--- config.mk ---
export PLATFORM = sky130hd
export DESIGN_NAME = arp_cache_and_responder_flat
export DESIGN_NICKNAME = d
export VERILOG_FILES = /design/src/rtl/arpc_pkg.sv /design/src/rtl/arpc_req_if.sv /design/src/rtl/arpc_rsp_if.sv /design/src/rtl/arpc_table.sv /design/src/rtl/arpc_engine.sv /design/src/rtl/arp_cache_and_responder.sv /design/src/flat_wrapper.sv
export SDC_FILE = /design/constraint.sdc
export NUM_CORES = 2
export LEC_CHECK = 0
export ABC_AREA = 1
export CORE_MARGIN = 5
export CORE_UTILIZATION = 45
export CTS_CLUSTER_SIZE = 16
export DETAILED_ROUTE_END_ITERATION = 7
export DONT_BUFFER_PORTS = 1
export PLACE_DENSITY = 0.63
export SLEW_MARGIN = 5
export SYNTH_ARGS = -nofsm -noshare
export SYNTH_HDL_FRONTEND = slang
export SYNTH_SLANG_ARGS = --single-unit
--- constraint.sdc ---
create_clock -name clk -period 16.7 [get_ports clk]
set_input_delay 0 -clock clk [delete_from_list [all_inputs] [get_ports clk]]
set_output_delay 0 -clock clk [all_outputs]
set_load 0.05 [all_outputs]
--- src/rtl/arpc_pkg.sv ---
// ----------------------------------------------------------------------------
// arpc_pkg
// Shared types and constants for the ARP cache and responder.
// ----------------------------------------------------------------------------
package arpc_pkg;

    localparam int ENTRIES   = 16;
    localparam int IDX_W     = (ENTRIES > 1) ? $clog2(ENTRIES) : 1;
    localparam int CNT_W     = $clog2(ENTRIES + 1);
    localparam int IP_W      = 32;
    localparam int MAC_W     = 48;
    localparam int OPER_W    = 16;
    localparam int CFG_IDX_W = 8;
    localparam int CFG_W     = 48;

    localparam logic [CFG_IDX_W-1:0] REG_OWN_IP  = CFG_IDX_W'(0);
    localparam logic [CFG_IDX_W-1:0] REG_OWN_MAC = CFG_IDX_W'(1);

    localparam logic              ACT_PACKET   = 1'b0;
    localparam logic              ACT_LOOKUP   = 1'b1;
    localparam logic              KIND_REPLY   = 1'b0;
    localparam logic              KIND_REQUEST = 1'b1;
    localparam logic [OPER_W-1:0] OPER_REQUEST = OPER_W'(1);
    localparam logic [MAC_W-1:0]  MAC_BCAST    = {MAC_W{1'b1}};

    typedef struct packed {
        logic              action;
        logic              frame_complete;
        logic [OPER_W-1:0] oper;
        logic [IP_W-1:0]   sender_ip;
        logic [MAC_W-1:0]  sender_mac;
        logic [IP_W-1:0]   tgt_ip;
        logic [IP_W-1:0]   query_ip;
        logic              silent;
    } req_word_t;

    typedef struct packed {
        logic             lookup_hit;
        logic [MAC_W-1:0] lookup_mac;
        logic             send_valid;
        logic             send_kind;
        logic [MAC_W-1:0] send_dest_mac;
        logic [IP_W-1:0]  send_dest_ip;
        logic             insert_dropped;
    } rsp_word_t;

    typedef struct packed {
        logic [IP_W-1:0]  ip;
        logic [MAC_W-1:0] mac;
    } entry_t;

    typedef struct packed {
        logic             rd_en;
        logic [IDX_W-1:0] rd_addr;
        logic             wr_en;
        logic [IDX_W-1:0] wr_addr;
        entry_t           wr_data;
    } tbl_cmd_t;

    typedef enum logic [2:0] {
        S_IDLE    = 3'b001,
        S_SCAN    = 3'b010,
        S_RESOLVE = 3'b100
    } state_t;

endpackage

--- src/rtl/arpc_req_if.sv ---
// ----------------------------------------------------------------------------
// arpc_req_if
// Valid/ready channel carrying one input word.
// ----------------------------------------------------------------------------
interface arpc_req_if;
    logic               valid;
    logic               ready;
    arpc_pkg::req_word_t data;

    modport source (output valid, output data, input ready);
    modport sink   (input valid, input data, output ready);
endinterface

--- src/rtl/arpc_rsp_if.sv ---
// ----------------------------------------------------------------------------
// arpc_rsp_if
// Valid/ready channel carrying one result word.
// ----------------------------------------------------------------------------
interface arpc_rsp_if;
    logic               valid;
    logic               ready;
    arpc_pkg::rsp_word_t data;

    modport source (output valid, output data, input ready);
    modport sink   (input valid, input data, output ready);
endinterface

--- src/rtl/arpc_table.sv ---
// ----------------------------------------------------------------------------
// arpc_table
// Single-port-write, registered-read memory holding IP/MAC pairs.
// ----------------------------------------------------------------------------
module arpc_table (
    input  logic               clk,
    input  arpc_pkg::tbl_cmd_t cmd,
    output arpc_pkg::entry_t   rd_data
);

    arpc_pkg::entry_t mem [arpc_pkg::ENTRIES];

    always_ff @(posedge clk)
    begin
        if (cmd.wr_en)
        begin
            mem[cmd.wr_addr] <= cmd.wr_data;
        end
        if (cmd.rd_en)
        begin
            rd_data <= mem[cmd.rd_addr];
        end
    end

endmodule

--- src/rtl/arpc_engine.sv ---
// ----------------------------------------------------------------------------
// arpc_engine
// Sequencer: walks the table for lookups and complete frames, resolves the item, writes back, drives result.
// ----------------------------------------------------------------------------
module arpc_engine (
    input  logic                          clk,
    input  logic                          rst_n,
    arpc_req_if.sink                      req,
    arpc_rsp_if.source                    rsp,
    input  logic [arpc_pkg::IP_W-1:0]     own_ip,
    output arpc_pkg::tbl_cmd_t            tbl_cmd,
    input  arpc_pkg::entry_t              tbl_rd_data
);

    arpc_pkg::state_t                 state_reg, state_next;
    arpc_pkg::req_word_t              item_reg, item_next;
    logic [arpc_pkg::CNT_W-1:0]       cnt_reg, cnt_next;
    logic                             pend_reg, pend_next;
    logic [arpc_pkg::IDX_W-1:0]       pend_idx_reg, pend_idx_next;
    logic                             found_reg, found_next;
    logic [arpc_pkg::IDX_W-1:0]       found_idx_reg, found_idx_next;
    logic [arpc_pkg::MAC_W-1:0]       found_mac_reg, found_mac_next;
    logic                             free_reg, free_next;
    logic [arpc_pkg::IDX_W-1:0]       free_idx_reg, free_idx_next;
    logic [arpc_pkg::ENTRIES-1:0]     valid_reg, valid_next;
    logic                             out_valid_reg, out_valid_next;
    arpc_pkg::rsp_word_t              out_reg, out_next;

    logic [arpc_pkg::IP_W-1:0]        key;
    logic                             load;
    arpc_pkg::rsp_word_t              res;

    assign key       = (item_reg.action == arpc_pkg::ACT_LOOKUP) ? item_reg.query_ip
                                                                 : item_reg.sender_ip;
    assign req.ready = (state_reg == arpc_pkg::S_IDLE);
    assign rsp.valid = out_valid_reg;
    assign rsp.data  = out_reg;

    // result of the current item once the walk is over
    always_comb
    begin
        res = '0;
        if (item_reg.action == arpc_pkg::ACT_LOOKUP)
        begin
            if (found_reg)
            begin
                res.lookup_hit = 1'b1;
                res.lookup_mac = found_mac_reg;
            end
            else if (!item_reg.silent)
            begin
                res.send_valid    = 1'b1;
                res.send_kind     = arpc_pkg::KIND_REQUEST;
                res.send_dest_mac = arpc_pkg::MAC_BCAST;
                res.send_dest_ip  = item_reg.query_ip;
            end
        end
        else if (item_reg.frame_complete)
        begin
            res.insert_dropped = !found_reg && !free_reg;
            if (item_reg.oper == arpc_pkg::OPER_REQUEST && item_reg.tgt_ip == own_ip)
            begin
                res.send_valid    = 1'b1;
                res.send_kind     = arpc_pkg::KIND_REPLY;
                res.send_dest_mac = item_reg.sender_mac;
                res.send_dest_ip  = item_reg.sender_ip;
            end
        end
    end

    always_comb
    begin
        state_next     = state_reg;
        item_next      = item_reg;
        cnt_next       = cnt_reg;
        pend_next      = 1'b0;
        pend_idx_next  = pend_idx_reg;
        found_next     = found_reg;
        found_idx_next = found_idx_reg;
        found_mac_next = found_mac_reg;
        free_next      = free_reg;
        free_idx_next  = free_idx_reg;
        valid_next     = valid_reg;
        out_next       = out_reg;
        load           = 1'b0;
        tbl_cmd        = '0;

        case (state_reg)
            arpc_pkg::S_IDLE:
            begin
                if (req.valid)
                begin
                    item_next  = req.data;
                    cnt_next   = '0;
                    found_next = 1'b0;
                    free_next  = 1'b0;
                    if (req.data.action == arpc_pkg::ACT_LOOKUP || req.data.frame_complete)
                    begin
                        state_next = arpc_pkg::S_SCAN;
                    end
                    else
                    begin
                        state_next = arpc_pkg::S_RESOLVE;
                    end
                end
            end

            arpc_pkg::S_SCAN:
            begin
                // read one entry a cycle, compare it the cycle after
                if (cnt_reg < arpc_pkg::CNT_W'(arpc_pkg::ENTRIES))
                begin
                    tbl_cmd.rd_en   = 1'b1;
                    tbl_cmd.rd_addr = cnt_reg[arpc_pkg::IDX_W-1:0];
                    pend_next       = 1'b1;
                    pend_idx_next   = cnt_reg[arpc_pkg::IDX_W-1:0];
                    cnt_next        = cnt_reg + arpc_pkg::CNT_W'(1);
                end
                if (pend_reg)
                begin
                    if (valid_reg[pend_idx_reg] && tbl_rd_data.ip == key && !found_reg)
                    begin
                        found_next     = 1'b1;
                        found_idx_next = pend_idx_reg;
                        found_mac_next = tbl_rd_data.mac;
                    end
                    if (!valid_reg[pend_idx_reg] && !free_reg)
                    begin
                        free_next     = 1'b1;
                        free_idx_next = pend_idx_reg;
                    end
                end
                else if (!tbl_cmd.rd_en)
                begin
                    state_next = arpc_pkg::S_RESOLVE;
                end
            end

            arpc_pkg::S_RESOLVE:
            begin
                if (!out_valid_reg || rsp.ready)
                begin
                    load       = 1'b1;
                    out_next   = res;
                    state_next = arpc_pkg::S_IDLE;
                    if (item_reg.action == arpc_pkg::ACT_PACKET && item_reg.frame_complete)
                    begin
                        tbl_cmd.wr_data.ip  = item_reg.sender_ip;
                        tbl_cmd.wr_data.mac = item_reg.sender_mac;
                        if (found_reg)
                        begin
                            tbl_cmd.wr_en   = 1'b1;
                            tbl_cmd.wr_addr = found_idx_reg;
                        end
                        else if (free_reg)
                        begin
                            tbl_cmd.wr_en           = 1'b1;
                            tbl_cmd.wr_addr         = free_idx_reg;
                            valid_next[free_idx_reg] = 1'b1;
                        end
                    end
                end
            end

            default:
            begin
                state_next = arpc_pkg::S_IDLE;
            end
        endcase
    end

    always_comb
    begin
        out_valid_next = out_valid_reg;
        if (rsp.valid && rsp.ready)
        begin
            out_valid_next = 1'b0;
        end
        if (load)
        begin
            out_valid_next = 1'b1;
        end
    end

    always_ff @(posedge clk or negedge rst_n)
    begin
        if (!rst_n)
        begin
            state_reg     <= arpc_pkg::S_IDLE;
            cnt_reg       <= '0;
            pend_reg      <= 1'b0;
            found_reg     <= 1'b0;
            free_reg      <= 1'b0;
            valid_reg     <= '0;
            out_valid_reg <= 1'b0;
        end
        else
        begin
            state_reg     <= state_next;
            cnt_reg       <= cnt_next;
            pend_reg      <= pend_next;
            found_reg     <= found_next;
            free_reg      <= free_next;
            valid_reg     <= valid_next;
            out_valid_reg <= out_valid_next;
        end
    end

    always_ff @(posedge clk)
    begin
        item_reg      <= item_next;
        pend_idx_reg  <= pend_idx_next;
        found_idx_reg <= found_idx_next;
        found_mac_reg <= found_mac_next;
        free_idx_reg  <= free_idx_next;
        out_reg       <= out_next;
    end

endmodule

--- src/rtl/arp_cache_and_responder.sv ---
// ----------------------------------------------------------------------------
// arp_cache_and_responder
// ARP cache with request responder and address lookup.
// ----------------------------------------------------------------------------
// Usage:
//   req carries one word per item: a parsed received ARP packet (action 0)
//   or an IPv4 lookup (action 1). rsp returns exactly one word per item.
//   Configuration (own_ip at index 0, own_mac at index 1) is written through
//   cfg_we/cfg_idx/cfg_data while no item is in flight.
// Timing:
//   An item walks the whole table once through the registered memory read
//   port, one entry per cycle, then resolves and writes back once the
//   output register is free, which loads the result word. An incomplete
//   frame skips the walk. req.ready is high only while the sequencer is
//   idle, so no new item is taken until the last one has been resolved.
// Reset:
//   Clears all valid bits, own_ip and the output valid flag; table contents
//   are not cleared, and the block is ready straight after reset.
// Back-pressure:
//   The result sits in an output register; the next item may be accepted
//   and walked while it waits, and that item stalls at write-back until
//   rsp.ready takes the pending word.
// ----------------------------------------------------------------------------
module arp_cache_and_responder (
    input  logic                             clk,
    input  logic                             rst_n,
    arpc_req_if.sink                         req,
    arpc_rsp_if.source                       rsp,
    input  logic                             cfg_we,
    input  logic [arpc_pkg::CFG_IDX_W-1:0]   cfg_idx,
    input  logic [arpc_pkg::CFG_W-1:0]       cfg_data
);

    logic [arpc_pkg::IP_W-1:0] own_ip_reg, own_ip_next;
    arpc_pkg::tbl_cmd_t        tbl_cmd;
    arpc_pkg::entry_t          tbl_rd_data;

    // own_mac is not used by any result field; writes to it are taken and dropped
    always_comb
    begin
        own_ip_next = own_ip_reg;
        if (cfg_we && cfg_idx == arpc_pkg::REG_OWN_IP)
        begin
            own_ip_next = cfg_data[arpc_pkg::IP_W-1:0];
        end
    end

    always_ff @(posedge clk or negedge rst_n)
    begin
        if (!rst_n)
        begin
            own_ip_reg <= '0;
        end
        else
        begin
            own_ip_reg <= own_ip_next;
        end
    end

    arpc_engine u_engine (
        .clk         (clk),
        .rst_n       (rst_n),
        .req         (req),
        .rsp         (rsp),
        .own_ip      (own_ip_reg),
        .tbl_cmd     (tbl_cmd),
        .tbl_rd_data (tbl_rd_data)
    );

    arpc_table u_table (
        .clk     (clk),
        .cmd     (tbl_cmd),
        .rd_data (tbl_rd_data)
    );

    a_accept_busy: assert property (@(posedge clk) disable iff (!rst_n)
        req.valid && req.ready |=> !req.ready)
        else $error("input taken while an item is in flight");

    a_hit_no_send: assert property (@(posedge clk) disable iff (!rst_n)
        rsp.valid && rsp.data.lookup_hit |-> !rsp.data.send_valid && !rsp.data.insert_dropped)
        else $error("lookup hit with send or drop flag");

    a_request_bcast: assert property (@(posedge clk) disable iff (!rst_n)
        rsp.valid && rsp.data.send_kind |->
            rsp.data.send_valid && rsp.data.send_dest_mac == arpc_pkg::MAC_BCAST)
        else $error("request word without broadcast destination");

    a_single_write: assert property (@(posedge clk) disable iff (!rst_n)
        tbl_cmd.wr_en |-> !tbl_cmd.rd_en && u_engine.state_reg == arpc_pkg::S_RESOLVE)
        else $error("table write outside write-back");

endmodule
--- src/flat_wrapper.sv ---
// flat-port wrapper written by rule: the top's interface ports become plain ports
module arp_cache_and_responder_flat 
  (clk, rst_n, cfg_we, cfg_idx, cfg_data, req_valid, req_data, req_ready, rsp_valid, rsp_data, rsp_ready);
  arpc_req_if req_i ();
  arpc_rsp_if rsp_i ();
  input  logic clk;
  input  logic rst_n;
  input  logic cfg_we;
  input  logic [arpc_pkg::CFG_IDX_W-1:0] cfg_idx;
  input  logic [arpc_pkg::CFG_W-1:0] cfg_data;
  input wire logic [$bits(req_i.valid)-1:0] req_valid;
  input wire logic [$bits(req_i.data)-1:0] req_data;
  output wire logic [$bits(req_i.ready)-1:0] req_ready;
  output wire logic [$bits(rsp_i.valid)-1:0] rsp_valid;
  output wire logic [$bits(rsp_i.data)-1:0] rsp_data;
  input wire logic [$bits(rsp_i.ready)-1:0] rsp_ready;
  assign req_i.valid = req_valid;
  assign req_i.data = req_data;
  assign req_ready = req_i.ready;
  assign rsp_valid = rsp_i.valid;
  assign rsp_data = rsp_i.data;
  assign rsp_i.ready = rsp_ready;
  arp_cache_and_responder u_core (.clk(clk), .rst_n(rst_n), .req(req_i), .rsp(rsp_i), .cfg_we(cfg_we), .cfg_idx(cfg_idx), .cfg_data(cfg_data));
endmodule
## After elaboration in Yosys (flattened, before gate mapping)

Memory sizes are Yosys's and may differ from the RTL's. A register that Yosys moved wholly into a read port is not among the register bits.
Index checks and enable logic that the tools add are counted.

| storage, ports and cells | value |
|---|---|
| logic and storage cells | 124 |
| memories | 1 |
| output and inout port bits | 134 |
| memory bits (writable) | 1280 |
| flip-flop bits (word level) | 415 |
| bits of input ports | 224 |

Memories:

| memory | depth | width | read ports | clocked after memory_dff | wr ports | line | source |
|---|---|---|---|---|---|---|---|
| u_core.u_table.mem | 16 | 80 | 1 | 1 | 1 | arpc_table.sv:11 | `arpc_pkg::entry_t mem [arpc_pkg::ENTRIES];` |

| cells by class | value |
|---|---|
| bitwise logic cells | 4 |
| equality and inequality tests | 14 |
| magnitude comparators | 4 |
| mux-type cells | 43 |
| add/subtract/negate cells | 1 |
| reductions and logical operators | 30 |

Operators with widths:

| operator | number |
|---|---|
| $mux 82 | 4 |
| $mux 85 | 3 |
| $mux 83 | 1 |
| $eq 32x32->1 | 2 |
| $mux 49 | 1 |
| $mux 5 | 7 |
| $mux 32 | 1 |
| $eq 16x1->1 const B | 1 |
| $ne 2x2->1 const B | 8 |
| $or 16x16->16 | 1 |
| $mux 1 | 15 |
| $mux 3 | 5 |
| $reduce_and 4->1 | 3 |
| $lt 4x5->1 const B | 2 |
| $pmux 5 s2 | 1 |
| $logic_and 1x1->1 | 9 |
| $pmux 3 s3 | 1 |
| $reduce_and 3->1 | 3 |
| $logic_not 8->1 | 1 |
| $reduce_and 2->1 | 4 |
| $add 5x1->5 const B | 1 |
| $lt 5x5->1 const B | 1 |
| $reduce_and 5->1 | 1 |
| $bmux 1 s4 | 1 |
| other kinds (11) | 19 |

## Logic depth before layout (Yosys ltp)

| logic depth | value |
|---|---|
| word-level depth | 7 |
| depth in mapped cells | 13 |
| depth with buffers taken out | 12 |

## Cells and area by module

A second synthesis with hierarchy kept.

| unflattened totals | value |
|---|---|
| cell total of the unflattened synthesis | 6801 |
| area, all modules | 74471.4 µm² |

By module, submodules not included:

| module | times used | sequential area each (µm²) | area each (µm²) | cells each |
|---|---|---|---|---|
| arpc_table | 1 | 40839.2 | 56995.9 | 5255 |
| arpc_engine | 1 | 11362.1 | 15798.9 | 1362 |
| arp_cache_and_responder | 1 | 800.8 | 1676.6 | 184 |

## Worst setup path before layout

OpenSTA, ideal clock, no wires.

| timing | value |
|---|---|
| kind | reg-to-reg |
| from | register u_core.u_engine.out_valid_reg (netlist: u_core.u_engine.rsp.valid) |
| to | memory u_core.u_table.mem[0][0] in the netlist's numbering (enable) |
| buffers on the path | 0 |
| setup slack | 4981 ps |
| stages on the path, launching flop included | 8 |
| data required time | 16155 ps |
| setup time | 545 ps |
| arrival time | 11174 ps |
| path through | dfrtp_1 inv_1 nor2_1 nor2_1 nand2_1 inv_1 nand4_1 a21oi_1 |

| on the way | value |
|---|---|
| longest elaborated chain between the ends | 6 |

Ends and longest elaborated chain:

| item | line | source |
|---|---|---|
| from (decl) | arpc_engine.sv:26 | `logic out_valid_reg, out_valid_next;` |
| from (signal assigned) | arpc_engine.sv:205 | `out_valid_reg <= out_valid_next;` |
| $logic_not 1->1 (*) | arpc_engine.sv:141 | `if (!out_valid_reg \|\| rsp.ready)` |
| $logic_or 1x1->1 (*) | arpc_engine.sv:141 |  |
| $mux 85 (*) | arpc_engine.sv:141 |  |
| $mux 85 (*) | arpc_engine.sv:88 | `case (state_reg)` |
| $mux 1 | arpc_table.sv:15 | `if (cmd.wr_en)` |
| $mux 1 (implied by the code) | arpc_table.sv:17 | `mem[cmd.wr_addr] <= cmd.wr_data;` |
| to (decl) | arpc_table.sv:11 |  |

Mark *: on every way between the ends. The rest lies on a longest branch, timed or not.

## Worst setup path in the final report

| timing | value |
|---|---|
| from | register u_core.u_engine.out_valid_reg (netlist: u_core.u_engine.rsp.valid) |
| to | memory u_core.u_table.mem[8][22] in the netlist's numbering (enable) |

Same word-level chain as after synthesis.

==> metrics.log <==
[metrics] reported net switching power: 2.961 mW
[metrics] filler cell count in the final layout: 12698
[metrics] setup total negative slack: 0 ns
[metrics] post-synthesis cell area: 70820 µm²
[metrics] detailed-route vias per instance: 5.434
[metrics] number of buffers created by CTS: 180
[metrics] r2r startpoint: u_core.u_engine.rsp.valid
[metrics] total leakage power: 30.44 nW
[metrics] syn_area_per_cell: 12.46 µm²
[metrics] aggregate routed wire length: 187700 µm
[metrics] Synth Area in Compound Gates: 6.295%
[metrics] path depth of the worst reg2reg path: 10
[metrics] Net Count, Synth: 5909
[metrics] cell count after synthesis: 5684
[metrics] WHS Endpoint: u_core.u_engine.item_reg[30]
[metrics] area overhead of the layout relative to synthesis: 16.92%
[metrics] arrival time reported for the critical path endpoint: 5.96 ns
[metrics] count of endpoints failing setup in the final report: 0
[metrics] switching share of power: 27.63%
[metrics] vias in the first global route: 43156
[metrics] biggest area consumer among synthesized cells: sky130_fd_sc_hd__edfxtp_1
[metrics] largest cells by area after synthesis: sky130_fd_sc_hd__edfxtp_1 (73%), sky130_fd_sc_hd__nor2_1 (4.5%), sky130_fd_sc_hd__nand2_1 (4.0%)
[metrics] die area: 165400 µm²
[metrics] GPL Wtd Cong: 0.8503
[metrics] delay of the slowest cell on the worst path: 0.78 ns
[metrics] EDFF count, synth: 1715
[metrics] predominant post-synthesis flop cell: sky130_fd_sc_hd__edfxtp_1
[metrics] cells along the critical path: inv_1, nor2_1, nor2_4, buf_4, nand2_4, inv_1, nand4_1, nor2_4, buf_4, buf_4
[metrics] sequential area share after synthesis: 74.84%
[metrics] initial antenna violation count: 7
[metrics] overall die width: 406.7 µm
[metrics] clock root buffer: sky130_fd_sc_hd__clkbuf_16
[metrics] Largest register FFs: 1280
[metrics] pin count of the biggest net entering global routing: 249
[metrics] effective utilization at floorplan: 45.28%
[metrics] Clock Latency Late Sink: 0.82 ns
[metrics] DRT antenna net count: 0
[metrics] Sequential Power Share: 51.1%
[metrics] critical path launch point type: flop
[metrics] number of storage elements in the synthesis netlist: 1775
[metrics] Gate power share: 12.3%
[metrics] relative contribution of the clock network to total power: 36.5%
[metrics] number of cells traversed by the worst hold path: 3
[metrics] # port buffers: 0
[metrics] detailed-route DRC error count: 0
[metrics] shortest clock period the worst path allows after layout: 5.539 ns
[metrics] Util after Layout: 52.94%
[metrics] global-route usage over all layers: 22.26%
[metrics] Clock Tree Buf Depth: 3
[metrics] share of the synthesized area in the top cell type: 72.72%
[metrics] main combinational cell family by area after synthesis: simple AND/OR/NAND/NOR gates
[metrics] total global routing overflow: 0
[metrics] peak fanout along the critical path: 45
[metrics] class of the worst hold path: input port to flop
[metrics] total number of clock tree sinks: 1775
[metrics] number of max-slew violations in the final report: 0
[metrics] capture instance of the worst register-to-register path: u_core.u_table.mem[8][22]
[metrics] TritonRoute pass-1 iters: 8
[metrics] post-synthesis async set-or-reset flop share: 3.380%
[metrics] achievable frequency: 180.5 MHz
[metrics] Hold Violations, Final: 0
[metrics] IR Drop Worst-Case VDD: 118.1 µV
[metrics] vias after detailed routing: 44809
[metrics] first-pass GRT wire length: 275600 µm
[metrics] worst clock skew: 0.03299 ns
[metrics] CTS H-tree depth: 4
[metrics] hold wc startpoint: req_valid
[metrics] power per cell area: 129.5 nW/µm²
[metrics] max-capacitance violation count: 0
[metrics] dominant cell type by count on the critical path: sky130_fd_sc_hd__buf_4
[metrics] Placed Cells: 7489
[metrics] Warnings, synthesis: 0
[metrics] share of the clock period used by the worst path after layout: 33.17%
[metrics] unrepaired setup endpoints after global routing: false
[metrics] detailed placer's ending HPWL: 92610 µm
[metrics] r2r setup slk: 11.16 ns
[metrics] total core area: 156400 µm²
[metrics] portion of netlist area occupied by mux cells: 0%
[metrics] required time reported for the critical path endpoint: 17.12 ns
[metrics] synthesized-area fraction occupied by xor and xnor cells: 0.3339%
[metrics] critical path endpoint category: flop
[metrics] Total Power: 10.72 mW
[metrics] CP max stage cell: sky130_fd_sc_hd__buf_4
[metrics] arithmetic-cell share of the synthesized area counting full adders, half adders and majority gates: 0.01767%
[metrics] result of the run: completed
[metrics] synth unique cells: 38
[metrics] clock input transition at the sequential cells of the worst setup and hold paths: 0.07 ns
[metrics] classification of the worst setup path: flop to flop
[metrics] CTS tree: done
[metrics] Chip Height: 406.7 µm
[metrics] mean routed wirelength per cell: 22.77 µm
[metrics] Nets: 6268
[metrics] headroom to the max-slew limit: 19.18%
[metrics] filler-free cell count of the finished design: 8246
[metrics] Slew @ Worst Pin: 1.212 ns
[metrics] final hold slack: 0.1209 ns
[metrics] # rows: 145
[metrics] violation count after the first detailed-routing iteration: 5127
[metrics] fraction of final layout cells with drive strength greater than 1: 5.887%
[metrics] area fraction in and, or, nand and nor cells after synthesis: 13.49%
[metrics] internal power summed over all cells: 7.758 mW
[metrics] number of ports placed on the die boundary: 358
[cells in the mapped netlist, types with 2 or more instances]
master,count
sky130_fd_sc_hd__buf_2,146
sky130_fd_sc_hd__inv_2,4
sky130_fd_sc_hd__a22oi_1,2
sky130_fd_sc_hd__nor3_1,6
sky130_fd_sc_hd__nand4_1,87
sky130_fd_sc_hd__nor4_1,2
sky130_fd_sc_hd__o21ai_0,342
sky130_fd_sc_hd__o211ai_1,325
sky130_fd_sc_hd__xor2_1,6
sky130_fd_sc_hd__nand2_1,748
sky130_fd_sc_hd__nor2_1,848
sky130_fd_sc_hd__buf_6,4
sky130_fd_sc_hd__a21boi_0,2
sky130_fd_sc_hd__o22ai_1,3
sky130_fd_sc_hd__inv_1,557
sky130_fd_sc_hd__buf_4,4
sky130_fd_sc_hd__o31ai_1,2
sky130_fd_sc_hd__o21ai_1,36
sky130_fd_sc_hd__edfxtp_1,1715
sky130_fd_sc_hd__xnor2_1,21
sky130_fd_sc_hd__nand3_1,559
sky130_fd_sc_hd__nand3b_1,11
sky130_fd_sc_hd__buf_1,20
sky130_fd_sc_hd__o21bai_1,2
sky130_fd_sc_hd__clkbuf_1,152
sky130_fd_sc_hd__nor2_4,3
sky130_fd_sc_hd__a21oi_1,8
sky130_fd_sc_hd__dfrtp_1,59
[cell type report]
type	count	area (µm²)	share of cell area [%]
timing repair buffer	503	4925	5.948
sequential	1775	53010	64.02
antenna	5	12.51	0.01511
inverter	561	2113	2.552
tap	2058	2575	3.110
clock inverter	101	932.1	1.126
multi-input combinational	3022	14480	17.49
clock buffer	221	4752	5.740
[per-layer routing]
layer,track usage [%],part of all wire (%),vias to the layer above
li1,-,-,20692
met1,30.61,42,21949
met2,36.21,48,1813
met3,4.146,8.0,351
met4,7.052,2.9,4
met5,0,0.012,-
[layout by cell type (no fill, tap or decap), types with 36 or more instances in the layout]
master / n
sky130_fd_sc_hd__inv_1: 557
sky130_fd_sc_hd__nand3_1: 559
sky130_fd_sc_hd__clkbuf_16: 183
sky130_fd_sc_hd__dlygate4sd3_1: 428
sky130_fd_sc_hd__dfrtp_1: 58
sky130_fd_sc_hd__nand2_1: 744
sky130_fd_sc_hd__nand4_1: 87
sky130_fd_sc_hd__o211ai_1: 325
sky130_fd_sc_hd__edfxtp_1: 1715
sky130_fd_sc_hd__buf_4: 70
sky130_fd_sc_hd__o21ai_1: 36
sky130_fd_sc_hd__nor2_1: 827
sky130_fd_sc_hd__o21ai_0: 342
sky130_fd_sc_hd__clkinv_1: 38
[power by group through the flow]
stage / logic [mW] / clock network (mW) / registers, mW
finish: 1.32 / 3.91 / 5.48
global route: 1.47 / 4.16 / 5.49
CTS: 1.32 / 3.97 / 5.47
detailed placement: 1.23 / 0 / 5.56
global placement: 1.21 / 0 / 5.56
floorplan: 0.879 / 0 / 5.51
[what timing repair did]
item | in CTS | in global routing
hold endpoints to repair | 299 | 0
hold buffers | 430 | 0
resized for setup | 0 | 0
setup buffers | 0 | 0
[worst max path at each step]
stage,startpoint,end,slack [ns],depth (start not counted)
2_1_floorplan,u_core.u_engine.rsp.valid,u_core.u_table.mem[0][0],4.98,7
4_1_cts,u_core.u_engine.item_reg[162],u_core.u_table.mem[8][36],11.12,7
3_5_place_dp,u_core.u_engine.item_reg[162],u_core.u_table.mem[8][22],11.13,7
6_report,u_core.u_engine.rsp.valid,u_core.u_table.mem[8][22],11.16,10
3_3_place_gp,u_core.u_engine.item_reg[162],u_core.u_table.mem[8][25],11.15,7
5_1_grt,u_core.u_engine.rsp.valid,u_core.u_table.mem[8][25],10.91,10
[worst max-delay path, delay by kind of cell (launching register included)]
kind	cells	cell delay (ns)
DFF	1	0.56
buffers and inverters	5	2.65
and+or+nand+nor	5	1.87
[metrics by stage]
step | instance area [µm²] | setup WS [ns]
final | 82800 | 11.16
after global routing | 82790 | 10.91
after detailed placement | 72760 | 11.13
after global placement | 72760 | 11.15
after CTS | 82780 | 11.12
after floorplan | 70820 | 4.981
[cells by family after synthesis]
kind of cell | count (synthesis)
simple gates | 2271
flops | 1775
compound gates | 723
xor+xnor | 27
fa+ha+maj | 1
buf+inv | 887
Note: power is estimated with default switching activity, not from simulation.
